--- src/design/tape_ram.sv ---
`timescale 1ns / 1ps
// ----------------------------------------------------------------------------
// tape_ram
// Generic simple dual-port RAM, one write port, one registered read port.
// ----------------------------------------------------------------------------
module tape_ram #(
  parameter int WIDTH = 8,
  parameter int DEPTH = 16
) (
  input  logic                     clk,
  input  logic                     we,
  input  logic [$clog2(DEPTH)-1:0] waddr,
  input  logic [WIDTH-1:0]         wdata,
  input  logic [$clog2(DEPTH)-1:0] raddr,
  output logic [WIDTH-1:0]         rdata
);

  logic [WIDTH-1:0] mem [DEPTH];

  always_ff @(posedge clk) begin
    if (we) begin
      mem[waddr] <= wdata;
    end
    rdata <= mem[raddr];
  end

endmodule

--- config.mk ---
export PLATFORM = sky130hd
export DESIGN_NAME = tape_ram
export DESIGN_NICKNAME = d
export VERILOG_FILES = /design/src/design/tape_ram.sv
export SDC_FILE = /design/constraint.sdc
export NUM_CORES = 1
export LEC_CHECK = 0
export ABC_CLOCK_PERIOD_IN_PS = 1690
export BUFFER_PORTS_ARGS = -buffer_cell sky130_fd_sc_hd__buf_2
export CAP_MARGIN = 5
export CORE_UTILIZATION = 54
export DETAILED_ROUTE_END_ITERATION = 8
export GPL_ROUTABILITY_DRIVEN = 0
export PLACE_DENSITY = 0.74
export SLEW_MARGIN = 15
export SYNTH_ARGS = -nofsm -noshare
export SYNTH_HDL_FRONTEND = slang
export SYNTH_SLANG_ARGS = --single-unit
export TNS_END_PERCENT = 100
--- constraint.sdc ---
create_clock -name clk -period 1.69 [get_ports clk]
set_input_delay 0.2535 -clock clk [delete_from_list [all_inputs] [get_ports clk]]
set_output_delay 0.2535 -clock clk [all_outputs]
set_load 0.02 [all_outputs]
==> flow_summary.ini, run 1 <==
[status]
status = finished clean

[sta]
clock-skew-final_ps = 7.00
worst_pin_slew_ps = 391
timing.hold.ws_ps = 117
min_period_over_period_pct = 88.9
maxSlewViolCount = 0
fin_crit_ps = 1500
max-slew-margin-rel_pct = 73.9
max_freq_mhz = 666
rsz0062_at_grt = no
setup_viol = 0
fin_tns_setup_ps = 0
hold_viol_final = 0

[global_route]
grt_pass1_vias = 2547
antenna_found_initial = 0
gr-total-overflow = 0
grtUsageTotal_pct = 21.9
grt_start_max_net_pins = 20
grt_pass1_wl_microns = 14800

[logic_synthesis]
synth_seq_cells = 136
yosysUniqueCellTypes = 19
synth_seq_area_share_pct = 77.8
netlist_area_sq_um = 5150
synth_warnings = 0
postSynthCellCount = 229
syn-num-nets = 247
avgSynthCellArea_sq_um = 22.5

[clock_tree]
cts.sinks = 136
htree_levels = 4
worstSkewPairLatency_ps = 510
numCtsBuffers = 17
cts_hold_buf = 0
clock_path_buffers = 2
path_clk_slew_ps = 60
cts_root_buffer = clkbuf_8
ctsResizeCount = 0
post_cts_buffers = 0
cts_tree = done

[power_and_ir_drop]
worst_ir_drop_vdd_mv = 0.809
seqPwrFrac_pct = 49.6
p_sw_share_pct = 21.2
clkPwrFrac_pct = 45.5
powerDensity_nw_per_um2 = 1250
p_int_w = 0.00603
power_switching_w = 0.00162
p_comb_share_pct = 4.9
p_leak_nw = 2.09

[final_layout]
drive_gt1_share_pct = 32.8
layout_commonest_cell = edfxtp_1
mostFrequentLayoutCells = edfxtp_1, buf_2, buf_4
area_growth_pct = 18.9
nets = 304
num_antenna_cells = 0

[hold_path]
min_path_type = in -> reg
hp-start = wdata[2]

[setup_path]
critPathKind = reg -> reg
cp_slowest_cell = mux4_1
startpoint_type = flop
crit_fanout = 1
required_ps = 2060
crit_start = mem[10][4]$_DFFE_PP_
path_cells = mux4_1 > a22oi_1 > nand2_1
crit_path_end_kind = flop
cp.buffers_inverters = 0
cp_data_arrival_time_ps = 1880
cp_top_family = multiplexers
slowest_delay_ps = 520
r2r-start = mem[10][4]$_DFFE_PP_

[routing]
viasPerCell = 5.75
routed_wl_microns = 9590
ant_nets = 0
drc = 0
routedWlPerCell_microns = 22.4
route.vias.total = 2459
dr.pass1.iters = 4
drt_iter0_drc = 149

[floorplan]
io_pins = 26
coreArea_sq_um = 9240
die_h_microns = 99.6
die_width_microns = 99.6
start_util_pct = 55.7
dieArea_sq_um = 9930
rows = 35

[place]
dpl.hpwl_microns = 6040
io_buffers = 25

[flow_run]
cap_violations = 0
==> flip-flops by register name, indices dropped and copies added (netlist names) <==
| signal | count |
|---|---|
| rdata | 8 |
| mem | 128 |
==> power by group through the flow <==
stage | sequential, W | clock, W | combinational (W)
floorplan | 0.00388 | 0 | 0.000192
CTS | 0.00380 | 0.00354 | 0.000380
global route | 0.00380 | 0.00367 | 0.000405
finish | 0.00380 | 0.00348 | 0.000374
detailed placement | 0.00387 | 0 | 0.000375
global placement | 0.00386 | 0 | 0.000366
==> area by class of cell <==
class / instances / area [sq um]
multi-input cells: 83 / 1060
flip-flops and latches: 136 / 4000
well taps: 129 / 161
repair buffers: 48 / 323
fillers: 594 / 3120
clock inverters: 14 / 151
clock buffers: 18 / 418
==> worst reg2reg max path, cell delays in order, from the launching register on <==
cell and delay [ps]:
edfxtp_1 390, mux4_1 520, a22oi_1 330, nand2_1 130
==> path summary, 6_finish.rpt <==
kind / end / slack, ps / cells after the start
setup reg to reg: rdata[4]$_DFF_P_ / 190 / 3
hold reg to reg: rdata[0]$_DFF_P_ / 670 / 3
hold / removal: mem[14][2]$_DFFE_PP_ / 120 / 1
setup / recovery: rdata[4]$_DFF_P_ / 190 / 3
==> metal layers <==
layer | up-vias | global-route usage [%] | share of wire, % | routed length, microns
met4 | 0 | 10.1 | 2.2 | 213
met3 | 16 | 4.99 | 3.9 | 371
met5 | - | 0 | 0 | 0
li1 | 1089 | - | - | -
met1 | 1267 | 28.8 | 42 | 4010
met2 | 87 | 35.5 | 52 | 4990
==> cells in the mapped netlist <==
cell type	count	area (sq um)
and2b_1	1	7.51
dfxtp_1	8	160
edfxtp_1	128	3840
and2_1	1	6.26
nor2b_1	1	6.26
buf_4	1	7.51
mux4_1	14	368
nor3_1	4	20.0
buf_6	3	33.8
buf_2	3	15.0
mux4_2	18	405
a22oi_1	16	120
nand2_1	9	33.8
nand3b_1	2	15.0
or3b_2	1	8.76
nand2b_1	2	12.5
clkdlybuf4s25_2	3	30.0
nand3_1	1	5.00
nor2_1	13	48.8
==> per-stage QoR <==
| stage | instances | instance area [sq um] | worst slack, ps | utilization (%) | total power [W] |
|---|---|---|---|---|---|
| after floorplan | 229 | 5150 | 170 | - | 0.00408 |
| after global placement | 396 | 5550 | 44.3 | 60.1 | 0.00423 |
| after detailed placement | 396 | 5550 | 26.7 | 60.1 | 0.00424 |
| after CTS | 428 | 6120 | 191 | 66.2 | 0.00771 |
| after global routing | 428 | 6120 | 157 | 66.2 | 0.00788 |
| final | 428 | 6120 | 188 | 66.2 | 0.00765 |
==> logic make-up (layout without fill, tap and decap cells) <==
kind of cell / after synthesis / in the layout / share of synthesized area (%)
and+or+nand+nor: 35 / 35 / 3.18
muxes: 32 / 32 / 15.0
DFF: 136 / 136 / 77.8
buffers and inverters: 10 / 80 / 1.68
AOI/OAI and AO/OA: 16 / 16 / 2.33
No activity file was read; power rests on OpenSTA's default activity.
==> run 2: changes to the inputs <==
--- a/config.mk
+++ b/config.mk
@@ -8,10 +8,11 @@
 export ABC_CLOCK_PERIOD_IN_PS = 1690
 export BUFFER_PORTS_ARGS = -buffer_cell sky130_fd_sc_hd__buf_2
 export CAP_MARGIN = 5
-export CORE_UTILIZATION = 54
+export CORE_UTILIZATION = 57
+export CTS_BUF_LIST = sky130_fd_sc_hd__clkbuf_4 sky130_fd_sc_hd__clkbuf_8
 export DETAILED_ROUTE_END_ITERATION = 8
 export GPL_ROUTABILITY_DRIVEN = 0
-export PLACE_DENSITY = 0.74
+export PLACE_DENSITY = 0.78
 export SLEW_MARGIN = 15
 export SYNTH_ARGS = -nofsm -noshare
 export SYNTH_HDL_FRONTEND = slang
==> flow_summary.ini, run 2 (synthesis gave the netlist of run 1 again) <==
[status]
status = finished clean

[clock_tree]
cts.sinks = 136
ctsResizeCount = 0
cts_tree = done
numCtsBuffers = 17
cts_root_buffer = clkbuf_8
worstSkewPairLatency_ps = 420
clock_path_buffers = 2
post_cts_buffers = 0
cts_hold_buf = 0
path_clk_slew_ps = 80
htree_levels = 4

[power_and_ir_drop]
p_leak_nw = 2.02
seqPwrFrac_pct = 56.4
power_switching_w = 0.00140
powerDensity_nw_per_um2 = 1130
p_sw_share_pct = 20.8
clkPwrFrac_pct = 38.0
worst_ir_drop_vdd_mv = 0.673
p_comb_share_pct = 5.6
power_w = 0.00672
p_int_w = 0.00532

[setup_path]
critPathKind = reg -> reg
required_ps = 2000
r2r_slack_ps = 350
cp_data_arrival_time_ps = 1650
startpoint_type = flop
crit_fanout = 1
crit_path_end_kind = flop

[global_route]
met2_usage_pct = 34.2
grt_start_max_net_pins = 33
grt_pass1_vias = 2485
grtUsageTotal_pct = 21.8
grt_pass1_wl_microns = 14400
grt.busiest_layer = met2
antenna_found_initial = 0
met3_usage_pct = 5.85
grtUsageMet1_pct = 30.2
gr-total-overflow = 0

[final_layout]
mostFrequentLayoutCells = edfxtp_1, buf_2, buf_4
top_register = mem
layout_commonest_cell = edfxtp_1
fin_util_pct = 68.0
drive_gt1_share_pct = 33.4
top_regs = mem: 128 flops, rdata: 8 flops
largest_reg_flops = 128
num_antenna_cells = 0
area_growth_pct = 15.2
nets = 304
stdcell_area_sq_um = 5930

[sta]
rsz0062_at_grt = no
timing.hold.ws_ps = 210
fin_crit_ps = 1340
max_freq_mhz = 746
hold_viol_final = 0
clock-skew-final_ps = 15.7
setup_viol = 0
min_period_over_period_pct = 79.4
max-slew-margin-rel_pct = 71.8
worst_pin_slew_ps = 422
maxSlewViolCount = 0
fin_tns_setup_ps = 0

[routing]
drc = 0
viasPerCell = 5.95
dr.pass1.iters = 4
drt_iter0_drc = 169
route.vias.total = 2420
routed_wl_microns = 9280
routedWlPerCell_microns = 22.8
ant_nets = 0

[floorplan]
die_width_microns = 97.0
start_util_pct = 59.0
coreArea_sq_um = 8720
dieArea_sq_um = 9410
die_h_microns = 97.0
io_pins = 26
rows = 34

[flow_run]
cap_violations = 0

[hold_path]
min_path_type = in -> reg

[place]
io_buffers = 25
dpl-instance-area_sq_um = 5540
dpl.hpwl_microns = 6010
run 2: cell count changes in the layout (fill, tap and decap cells not counted), sizes merged:
| cell | previous run | this run |
|---|---|---|
| clkbuf | 18 | 20 |
| clkinv | 6 | 4 |
| clkinvlp | 4 | 5 |
| inv | 2 | 1 |
run 2: critical path: stages, from the launching register on:
cell and delay, ps:
edfxtp_1 370, mux4_1 510, a22oi_1 270, nand2_1 80
run 2: worst paths after layout:
check / from / endpoint / cells after the start
hold / removal: wdata[3] / mem[13][3]$_DFFE_PP_ / 1
hold reg to reg: mem[7][1]$_DFFE_PP_ / rdata[1]$_DFF_P_ / 3
setup / recovery: mem[9][1]$_DFFE_PP_ / rdata[1]$_DFF_P_ / 3
setup reg to reg: mem[9][1]$_DFFE_PP_ / rdata[1]$_DFF_P_ / 3
run 2: stage by stage:
stage | setup WS [ps] | instances
after CTS | 324 | 407
after global placement | 73.7 | 375
after detailed placement | 43.8 | 375
after floorplan | 170 | 229
final | 349 | 407
after global routing | 255 | 407
run 2: final cells by class:
class / count / area (sq um)
clock buffer: 20 / 269
clock inverter: 12 / 126
fill: 521 / 2790
multi-input combinational: 83 / 1060
sequential: 136 / 4000
tap: 108 / 135
timing repair buffer: 48 / 335
run 2: metal layers:
layer,up-vias,share of wire [%],routed length [microns]
met2,88,49,4540
met1,1231,44,4090
met5,-,0,0
met3,13,5.8,540
li1,1088,-,-
met4,0,1.2,110
run 2: power by group through the flow:
stage | combinational (W) | sequential (W) | clock [W]
after floorplan | 0.000192 | 0.00388 | 0
after global placement | 0.000371 | 0.00386 | 0
after detailed placement | 0.000380 | 0.00386 | 0
after CTS | 0.000381 | 0.00379 | 0.00259
after global routing | 0.000405 | 0.00379 | 0.00273
final | 0.000377 | 0.00379 | 0.00255
